$ cat src/cfsp_pkg.sv
// Shared types and constants for the command frame slave parser.
`default_nettype none
package cfsp_pkg;

   localparam logic [7:0] SYNC_BYTE = 8'h42;
   localparam logic [7:0] POLL_MASK = 8'h0F;
   localparam logic [7:0] ALL_ONES  = 8'hFF;

   localparam int unsigned MAX_RESULTS = 4;

   localparam logic [1:0] KIND_COMMAND = 2'd0;
   localparam logic [1:0] KIND_POWER   = 2'd1;
   localparam logic [1:0] KIND_PERIOD  = 2'd2;
   localparam logic [1:0] KIND_REPLY   = 2'd3;

   typedef logic [2:0] count_type;
   typedef logic [1:0] slot_type;

   typedef struct packed {
      count_type                       count;
      logic [MAX_RESULTS-1:0][1:0]     kind;
      logic [MAX_RESULTS-1:0][15:0]    value;
   } result_set_type;

endpackage
`default_nettype wire

$ cat src/cfsp_parser.sv
// Frame position tracker and per-byte result decode.
`default_nettype none
module cfsp_parser (
   input  wire logic                     clock,
   input  wire logic                     reset,
   input  wire logic                     step,
   input  wire logic [7:0]               rx_byte,
   input  wire logic [15:0]              measured_voltage,
   input  wire logic [7:0]               status_flags,
   output cfsp_pkg::result_set_type      results
);

   typedef enum logic [3:0] {
      POS_SYNC,
      POS_CMD1,
      POS_CMD2,
      POS_CHECK1,
      POS_CHECK2,
      POS_SIMMER_LO,
      POS_SIMMER_HI,
      POS_POWER_LO,
      POS_POWER_HI,
      POS_PERIOD_LO,
      POS_PERIOD_HI,
      POS_REQ_SKIP,
      POS_REQUEST
   } pos_type;

   pos_type    pos_ff,  pos_in;
   logic [7:0] cmd1_ff, cmd1_in;
   logic [7:0] cmd2_ff, cmd2_in;
   logic [7:0] chk1_ff, chk1_in;
   logic [7:0] low_ff,  low_in;

   always_comb begin
      pos_in  = pos_ff;
      cmd1_in = cmd1_ff;
      cmd2_in = cmd2_ff;
      chk1_in = chk1_ff;
      low_in  = low_ff;
      results = '0;
      case (pos_ff)
         POS_SYNC: begin
            if (rx_byte == cfsp_pkg::SYNC_BYTE) begin
               pos_in = POS_CMD1;
            end
         end
         POS_CMD1: begin
            cmd1_in = rx_byte;
            pos_in  = POS_CMD2;
         end
         POS_CMD2: begin
            cmd2_in = rx_byte;
            pos_in  = POS_CHECK1;
         end
         POS_CHECK1: begin
            chk1_in = rx_byte;
            pos_in  = POS_CHECK2;
         end
         POS_CHECK2: begin
            if ((cmd1_ff == (chk1_ff ^ cfsp_pkg::ALL_ONES)) &&
                (cmd2_ff == (rx_byte ^ cfsp_pkg::ALL_ONES))) begin
               results.count    = 3'd1;
               results.kind[0]  = cfsp_pkg::KIND_COMMAND;
               results.value[0] = {cmd2_ff, cmd1_ff};
            end
            pos_in = POS_SIMMER_LO;
         end
         POS_SIMMER_LO: begin
            pos_in = POS_SIMMER_HI;
         end
         POS_SIMMER_HI: begin
            pos_in = POS_POWER_LO;
         end
         POS_POWER_LO: begin
            low_in = rx_byte;
            pos_in = POS_POWER_HI;
         end
         POS_POWER_HI: begin
            results.count    = 3'd1;
            results.kind[0]  = cfsp_pkg::KIND_POWER;
            results.value[0] = {rx_byte, low_ff};
            pos_in           = POS_PERIOD_LO;
         end
         POS_PERIOD_LO: begin
            low_in = rx_byte;
            pos_in = POS_PERIOD_HI;
         end
         POS_PERIOD_HI: begin
            results.count    = 3'd1;
            results.kind[0]  = cfsp_pkg::KIND_PERIOD;
            results.value[0] = {rx_byte, low_ff};
            pos_in           = POS_REQ_SKIP;
         end
         POS_REQ_SKIP: begin
            pos_in = POS_REQUEST;
         end
         POS_REQUEST: begin
            results.kind[0]  = cfsp_pkg::KIND_REPLY;
            results.value[0] = {8'h00, status_flags};
            results.kind[1]  = cfsp_pkg::KIND_REPLY;
            results.value[1] = 16'h0000;
            results.kind[2]  = cfsp_pkg::KIND_REPLY;
            results.value[2] = {8'h00, measured_voltage[7:0]};
            results.kind[3]  = cfsp_pkg::KIND_REPLY;
            results.value[3] = {8'h00, measured_voltage[15:8]};
            if ((rx_byte & cfsp_pkg::POLL_MASK) == 8'h00) begin
               results.count = 3'd4;
            end else begin
               results.count = 3'd2;
            end
            pos_in = POS_SYNC;
         end
         default: begin
            pos_in = POS_SYNC;
         end
      endcase
   end

   always_ff @(posedge clock) begin
      if (reset) begin
         pos_ff  <= POS_SYNC;
         cmd1_ff <= 8'h00;
         cmd2_ff <= 8'h00;
         chk1_ff <= 8'h00;
         low_ff  <= 8'h00;
      end else if (step) begin
         pos_ff  <= pos_in;
         cmd1_ff <= cmd1_in;
         cmd2_ff <= cmd2_in;
         chk1_ff <= chk1_in;
         low_ff  <= low_in;
      end
   end

`ifndef ASSERT_OFF
   a_request_returns_to_sync: assert property (@(posedge clock) disable iff (reset)
      step && (pos_ff == POS_REQUEST) |=> pos_ff == POS_SYNC)
      else $error("parser did not return to sync wait after request byte");

   a_reply_count: assert property (@(posedge clock) disable iff (reset)
      (results.count != 3'd0) && (results.kind[0] == cfsp_pkg::KIND_REPLY)
      |-> (results.count == 3'd2) || (results.count == 3'd4))
      else $error("reply produced a count other than two or four");

   a_results_only_at_emitting_positions: assert property (@(posedge clock)
      disable iff (reset)
      (results.count != 3'd0) |-> (pos_ff == POS_CHECK2) || (pos_ff == POS_POWER_HI) ||
         (pos_ff == POS_PERIOD_HI) || (pos_ff == POS_REQUEST))
      else $error("results produced at a non-emitting frame position");
`endif

endmodule
`default_nettype wire

$ cat src/cfsp_out.sv
// Result bank that holds up to four results and drains them one per transfer.
`default_nettype none
module cfsp_out (
   input  wire logic                     clock,
   input  wire logic                     reset,
   input  wire logic                     load,
   input  wire cfsp_pkg::result_set_type results,
   output logic                          bank_ready,
   output logic                          rsp_tvalid,
   input  wire logic                     rsp_tready,
   output logic [15:0]                   rsp_tdata,  // value
   output logic [1:0]                    rsp_tuser,  // kind
   output logic                          rsp_tlast
);

   cfsp_pkg::count_type                              total_ff, total_in;
   cfsp_pkg::slot_type                               idx_ff,   idx_in;
   logic [cfsp_pkg::MAX_RESULTS-1:0][1:0]            kind_ff;
   logic [cfsp_pkg::MAX_RESULTS-1:0][15:0]           value_ff;
   logic                                             take;
   logic                                             at_last;

   assign rsp_tvalid = (total_ff != 3'd0);
   assign at_last    = ({1'b0, idx_ff} == (total_ff - 3'd1));
   assign take       = rsp_tvalid && rsp_tready;
   assign bank_ready = !rsp_tvalid || (take && at_last);
   assign rsp_tdata  = value_ff[idx_ff];
   assign rsp_tuser  = kind_ff[idx_ff];
   assign rsp_tlast  = rsp_tvalid && at_last;

   always_comb begin
      total_in = total_ff;
      idx_in   = idx_ff;
      if (load) begin
         total_in = results.count;
         idx_in   = 2'd0;
      end else if (take) begin
         if (at_last) begin
            total_in = 3'd0;
            idx_in   = 2'd0;
         end else begin
            idx_in = idx_ff + 2'd1;
         end
      end
   end

   always_ff @(posedge clock) begin
      if (reset) begin
         total_ff <= 3'd0;
         idx_ff   <= 2'd0;
      end else begin
         total_ff <= total_in;
         idx_ff   <= idx_in;
      end
   end

   always_ff @(posedge clock) begin
      if (load) begin
         kind_ff  <= results.kind;
         value_ff <= results.value;
      end
   end

`ifndef ASSERT_OFF
   a_index_in_range: assert property (@(posedge clock) disable iff (reset)
      (total_ff != 3'd0) |-> ({1'b0, idx_ff} < total_ff))
      else $error("result index beyond bank fill");

   a_load_only_when_free: assert property (@(posedge clock) disable iff (reset)
      load |-> bank_ready)
      else $error("result bank loaded while results still pending");
`endif

endmodule
`default_nettype wire

$ cat src/command_frame_slave_parser_core.sv
// Top level of the command frame slave parser: input register, parser and result bank.
//
// Usage:
//   req_* carries one received serial byte per transfer together with the current
//   measured voltage and status byte. rsp_* carries result transfers: tuser is the
//   kind (command update, power setpoint, fire period, reply byte), tdata the
//   16-bit value, tlast marks the last result caused by one input byte.
//   A byte is registered in the input register, and its results are loaded into the
//   result bank once it is free, which presents them on rsp_*. Throughput: one byte per
//   cycle for bytes that cause at most one result, while the receiver accepts; the
//   final request byte occupies the result bank until its two or four reply bytes
//   have drained, since the bank drains one result per cycle while rsp_tready is high.
//   Bytes that cause no result pass through without occupying the output.
//   Reset clears the frame position to sync wait, the command and check bytes,
//   and empties the input register and result bank.
//   When the receiver stalls, results hold in the bank and one further byte
//   waits in the input register before req_tready drops.
`default_nettype none
module command_frame_slave_parser_core (
   input  wire logic        clock,
   input  wire logic        reset,
   input  wire logic        req_tvalid,
   output logic             req_tready,
   input  wire logic [31:0] req_tdata,  // rx_byte, measured_voltage, status_flags
   output logic             rsp_tvalid,
   input  wire logic        rsp_tready,
   output logic [15:0]      rsp_tdata,  // value
   output logic [1:0]       rsp_tuser,  // kind
   output logic             rsp_tlast
);

   logic                      in_valid_ff, in_valid_in;
   logic [31:0]               in_data_ff;
   logic                      bank_ready;
   logic                      load;
   logic                      step;
   cfsp_pkg::result_set_type  results;

   assign step       = in_valid_ff && bank_ready;
   assign load       = step && (results.count != 3'd0);
   assign req_tready = !in_valid_ff || step;

   always_comb begin
      in_valid_in = in_valid_ff;
      if (req_tvalid && req_tready) begin
         in_valid_in = 1'b1;
      end else if (step) begin
         in_valid_in = 1'b0;
      end
   end

   always_ff @(posedge clock) begin
      if (reset) begin
         in_valid_ff <= 1'b0;
      end else begin
         in_valid_ff <= in_valid_in;
      end
   end

   always_ff @(posedge clock) begin
      if (req_tvalid && req_tready) begin
         in_data_ff <= req_tdata;
      end
   end

   cfsp_parser u_parser (
      .clock            (clock),
      .reset            (reset),
      .step             (step),
      .rx_byte          (in_data_ff[7:0]),
      .measured_voltage (in_data_ff[23:8]),
      .status_flags     (in_data_ff[31:24]),
      .results          (results)
   );

   cfsp_out u_out (
      .clock      (clock),
      .reset      (reset),
      .load       (load),
      .results    (results),
      .bank_ready (bank_ready),
      .rsp_tvalid (rsp_tvalid),
      .rsp_tready (rsp_tready),
      .rsp_tdata  (rsp_tdata),
      .rsp_tuser  (rsp_tuser),
      .rsp_tlast  (rsp_tlast)
   );

`ifndef ASSERT_OFF
   a_input_holds_until_step: assert property (@(posedge clock) disable iff (reset)
      in_valid_ff && !step |=> in_valid_ff && $stable(in_data_ff))
      else $error("input register lost a byte before it was parsed");
`endif

endmodule
`default_nettype wire

$ cat config.mk
export PLATFORM = sky130hd
export DESIGN_NAME = command_frame_slave_parser_core
export DESIGN_NICKNAME = d
export VERILOG_FILES = /design/src/cfsp_pkg.sv /design/src/cfsp_parser.sv /design/src/cfsp_out.sv /design/src/command_frame_slave_parser_core.sv
export SDC_FILE = /design/constraint.sdc
export NUM_CORES = 1
export LEC_CHECK = 0
export BUFFER_PORTS_ARGS = -buffer_cell sky130_fd_sc_hd__buf_2
export CAP_MARGIN = 20
export CORE_ASPECT_RATIO = 1.5
export CORE_MARGIN = 5
export CORE_UTILIZATION = 40
export DETAILED_ROUTE_END_ITERATION = 8
export PLACE_DENSITY = 0.6
export SYNTH_ARGS = -nofsm -noshare
export SYNTH_HDL_FRONTEND = slang
export SYNTH_HIERARCHICAL = 1
export SYNTH_SLANG_ARGS = --single-unit
$ cat constraint.sdc
create_clock -name clock -period 6.25 [get_ports clock]
set_clock_uncertainty 0.2 [all_clocks]
set_input_delay 0.3125 -clock clock [delete_from_list [all_inputs] [get_ports clock]]
set_output_delay 0.3125 -clock clock [all_outputs]
set_load 0.01 [all_outputs]
* Word level (Yosys, flattened, before mapping)
Index checks and enable logic that the tools add are counted.
** Storage, ports and cells
- Register bits after elaboration :: 146
- Latch bits :: 0
- Memory bits (writable) :: 0
- Memory bits (read-only) :: 0
- Input port bits :: 36
- Word-level logic and storage cells :: 87
- Memories :: 0
** Operators by class
- $add $sub $neg :: 2
- $mul :: 0
- Div/mod/pow operators :: 0
- Magnitude comparators :: 1
- Equal/unequal tests :: 17
- Shift operators :: 0
- Muxes and demuxes :: 19
- Bitwise gates (word level) :: 2
- Reduce and logical (&&, ||, !) cells :: 27
** Operators with widths (number)
- one-hot mux 16 bit (3 select lines) :: 1
- one-hot mux 4 bit (12 select lines) :: 1
- binary-select mux 16 bit (select 2 bit) :: 1
- two-way mux 16 bit :: 2
- == test 4 bit (second input constant) :: 5
- == test 4 x 3 -> 1 bit (second input constant) :: 4
- == test 8 bit :: 2
- inverter 8 bit :: 2
- two-way mux 3 bit :: 4
- AND reduction 2 bit :: 6
- one-hot mux 3 bit (3 select lines) :: 1
- == test 4 x 2 -> 1 bit (second input constant) :: 2
- == test 8 x 7 -> 1 bit (second input constant) :: 1
- zero test 8 bit :: 1
- logical AND 1 bit :: 7
- two-way mux 6 bit :: 1
- one-hot mux 2 bit (3 select lines) :: 1
- nonzero test 2 bit :: 3
- nonzero test 3 bit :: 2
- OR reduction 2 bit :: 3
- binary-select mux 2 bit (select 2 bit) :: 1
- == test 4 x 1 -> 1 bit (second input constant) :: 1
- zero test 4 bit :: 1
- two-way mux 2 bit :: 2
- other kinds (9) :: 13

* Depth between registers and ports, before layout
- Depth in word-level cells :: 9
- Mapped depth :: 11
- Mapped depth without buffers :: 11

* Modules after synthesis
Netlist, hierarchy kept.
** Modules (own cells, without submodules)
- cfsp_out :: instances 1, cells each 131, area an instance 2922.8 sq um, sequential area each 2262.2 sq um
- cfsp_parser :: instances 1, cells each 291, area an instance 2512.4 sq um, sequential area each 720.7 sq um
- command_frame_slave_parser_core :: instances 1, cells each 39, area an instance 1028.5 sq um, sequential area each 980.9 sq um

* Worst setup path before layout
No wires, ideal clock.
- Kind :: flip-flop to flip-flop
- Start :: register in_data_ff[7]
- End :: register u_out.idx_ff[0]
- Library setup time :: 116 ps
- Arrival :: 2886 ps
- Setup slack :: 3049 ps
- Stages on the path, launching flop included :: 10
- Cells stage by stage :: edfxtp_1 -> buf_6 -> xnor2_1 -> nor4_1 -> nand4_2 -> buf_6 -> o22ai_2 -> o31a_2 -> or4_4 -> o21ai_2
** RTL lines
- from (decl) :: RTL line command_frame_slave_parser_core.sv:33 : logic [31:0] in_data_ff;
- from (signal assigned) :: RTL line command_frame_slave_parser_core.sv:62 : in_data_ff <= req_tdata;
- to (signal assigned) :: RTL line cfsp_out.sv:53 : idx_ff <= idx_in;
- to (decl) :: RTL line cfsp_out.sv:17 : cfsp_pkg::slot_type idx_ff, idx_in;

==> metrics.log <==
[metrics] final setup vio count: 0
[metrics] prevailing post-synth register cell: sky130_fd_sc_hd__edfxtp_1
[metrics] total power density per cell area: 278 nW/um^2
[metrics] number of sinks on the clock net: 146
[metrics] DIE HEIGHT: 166 um
[metrics] Max Fclk: 274 MHz
[metrics] number of input and output port buffers inserted: 56
[metrics] fin nets: 578
[metrics] number of enable flip-flop cells after synthesis: 104
[metrics] Pins Over Slew Limit: 0
[metrics] Setup TNS Final: 0 ns
[metrics] CTS tree: built
[metrics] critical path peak fanout: 80
[metrics] minimum period implied by the final worst setup slack: 3.66 ns
[metrics] Resized cells post-CTS: 0
[metrics] post-route antenna net violation count: 0
[metrics] count of different cell masters after synthesis: 57
[metrics] critical path data arrival time: 3.71 ns
[metrics] number of register bits inferred by synthesis: 146
[metrics] reported max-cap violation count: 0
[metrics] Syn. warnings: 6
[metrics] normalized max-slew margin: 28.7%
[metrics] initial antenna violation count: 0
[metrics] required arrival time at the worst endpoint: 6.30 ns
[metrics] effective utilization at floorplan: 40.3%
[metrics] total number of vias: 3685
[metrics] Avg WL per Cell: 16.0 um
[metrics] Final Cycle Share: 58.5%
[metrics] unrepaired setup endpoints after global routing: no
[metrics] class of the worst hold path: input port to register
[metrics] die width: 114 um
[metrics] Cell Rows: 57
[metrics] syn avg cell area: 14.0 sq um
[metrics] result of the run: completed
[metrics] Placed Cells incl. Taps: 693
[metrics] kind of end point of the critical path: register
[metrics] worst hold slack: 0.0737 ns
[metrics] DR vias/cell: 4.86
[metrics] async set-reset flop share out of synthesis: 0%
[metrics] Layout Cell Area excl Fill: 7620 sq um
[metrics] WL final: 12200 um
[metrics] initial detailed-routing violation count: 176
[metrics] Final Hold Viols: 0
[metrics] Total Routing Usage GR: 13.4%
[metrics] via count of the first global-routing pass: 3768
[metrics] fraction of layout instances using a drive strength above 1: 24.6%
[metrics] Total Die Area: 18900 sq um
[metrics] synthesized netlist cell count: 461
[metrics] Std-Cell Core Area: 16000 sq um
[metrics] Clock H-tree levels: 4
[metrics] Antenna Diode Count: 0
[metrics] maximum VDD drop: 214 uV
[metrics] drt first pass iters: 4
[metrics] number of remaining DRC errors: 0
[metrics] source-to-sink clock delay at the later pin of the worst-skew pair: 0.41 ns
[metrics] Post-CTS Hold Fix Bufs: 33
[metrics] Worst Max-Slew Pin Slew: 1.07 ns
[metrics] category of the worst setup path launch point: register
[metrics] Leak Pwr: 0.00288 uW
[metrics] first-pass GRT wire length: 19700 um
[metrics] Cell Area, Synth: 6460 sq um
[metrics] Final Util: 47.5%
[metrics] number of buffers between clock root and the deepest sink: 2
[metrics] signed area change from the synthesized netlist to the final layout: 17.9%
[metrics] final RePlAce weighted congestion: 0.819
[metrics] total half-perimeter wirelength after legalization and detailed placement: 8080 um
[metrics] worst setup path class: register to register
[metrics] number of post-CTS setup repair buffers: 0
[metrics] maximum number of pins on one net before global-route repair: 81
[metrics] clock transition at the registers of the reported paths: 0.06 ns
[metrics] CTS Root Cell: sky130_fd_sc_hd__clkbuf_16
[metrics] clock buffers created by TritonCTS: 17
[metrics] Post-Layout Cell Count: 759
[metrics] global-route congestion overflow total: 0
[metrics] number of top-level design ports: 57
[metrics] fraction of the yosys area taken by sequential cells: 61.3%
[metrics] Post-Place Cell Area: 6690 sq um
## final cells by class
cell class              instances  area (sq um)
clock inverters                15           170
repair buffers                 94           648
multi-input cells             275          2130
well taps                     206           258
inverters                       6          22.5
fillers                      1456          8420
flip-flops and latches        146          3960
clock buffers                  17           425
## metrics by stage
step	total power, uW	setup WS [ns]
after CTS	2140	2.56
after detailed placement	1110	2.59
after floorplan	1100	3.05
final	2120	2.59
after global routing	2190	2.29
after global placement	1110	2.68
## registers in the layout (all words and copies together) (netlist names)
register	flops
u_parser/cmd2_ff	8
u_parser/chk1_ff	8
in_valid_ff	1
in_data_ff	32
u_out/kind_ff	8
u_out/total_ff	3
u_parser/low_ff	8
u_out/idx_ff	2
u_parser/cmd1_ff	8
u_out/value_ff	64
u_parser/pos_ff	4
## worst max-delay path: stages (launching register included)
cell and delay [ns]:
sky130_fd_sc_hd__dfxtp_1 0.70, sky130_fd_sc_hd__nand2_1 0.23, sky130_fd_sc_hd__nor3_4 0.83, sky130_fd_sc_hd__nor3b_1 0.37, sky130_fd_sc_hd__o31a_4 0.83, sky130_fd_sc_hd__nor2b_1 0.09
sky130_fd_sc_hd__o21ai_0 0.12, sky130_fd_sc_hd__a21oi_1 0.10
## logic make-up after synthesis
family	count (synthesis)	synth area share, %
XOR/XNOR	17	2.30
AO/OA/AOI/OAI	47	5.69
flip-flops	146	61.3
buffers and inverters	71	7.57
multiplexers	52	11.5
adder cells (fa/ha/maj)	2	0.387
AND/OR/NAND/NOR	125	11.1
other	1	0.0580
## worst paths after layout
path	start	end	slack (ns)	cells past startpoint
worst max-delay path	u_parser/pos_ff[2]	u_out/total_ff[2]	2.59	7
worst min-delay path	rsp_tready	u_out/idx_ff[0]	0.07	4
worst max register to register	u_parser/pos_ff[2]	u_out/total_ff[2]	2.59	7
worst min register to register	u_parser/low_ff[6]	u_parser/low_ff[6]	0.30	2
## layout by cell type (no fill, tap or decap), drive strengths merged, types with 12 or more instances in the layout
cell type,count
edfxtp,104
buf,61
dfxtp,42
nor2,42
mux2i,34
dlygate4sd3,33
conb,32
and2,19
nand2,19
o21ai,19
mux4,18
clkbuf,17
xnor2,15
inv,14
nand3,12
## cells in the mapped netlist (all sizes together) (2+ instances only)
cell / number / share of area (%)
edfxtp: 104 / 48
buf: 58 / 6.8
dfxtp: 42 / 13
nor2: 42 / 2.4
mux2i: 34 / 5.3
and2: 19 / 1.9
nand2: 19 / 1.3
o21ai: 19 / 1.9
mux4: 18 / 6.3
xnor2: 15 / 2.0
nand3: 12 / 1.0
a22oi: 9 / 1.0
nand4: 9 / 1.1
clkbuf: 7 / 0.43
inv: 6 / 0.35
a21oi: 5 / 0.56
nand2b: 4 / 0.62
nor3: 4 / 0.48
nor4: 4 / 0.85
a2111oi: 3 / 0.72
nand3b: 3 / 0.41
a31oi: 2 / 0.19
ha: 2 / 0.39
nor2b: 2 / 0.19
o22ai: 2 / 0.29
o41ai: 2 / 0.27
or3: 2 / 0.19
xor2: 2 / 0.27
## layer usage
| layer | vias to the layer above | GRT usage (%) | share of wire (%) |
|---|---|---|---|
| met5 | - | 0 | 0 |
| met4 | 0 | 5.63 | 2.4 |
| met3 | 17 | 3.10 | 3.1 |
| met2 | 79 | 24.1 | 56 |
| met1 | 1801 | 15.1 | 39 |
| li1 | 1788 | - | - |
## report_power, final
part / internal (uW) / switching (uW) / total (uW)
sequential: 1040 / 10.1 / 1050
clock: 600 / 414 / 1010
combinational: 25.9 / 21.3 / 47.2
Note: power is estimated with default switching activity, not from simulation.
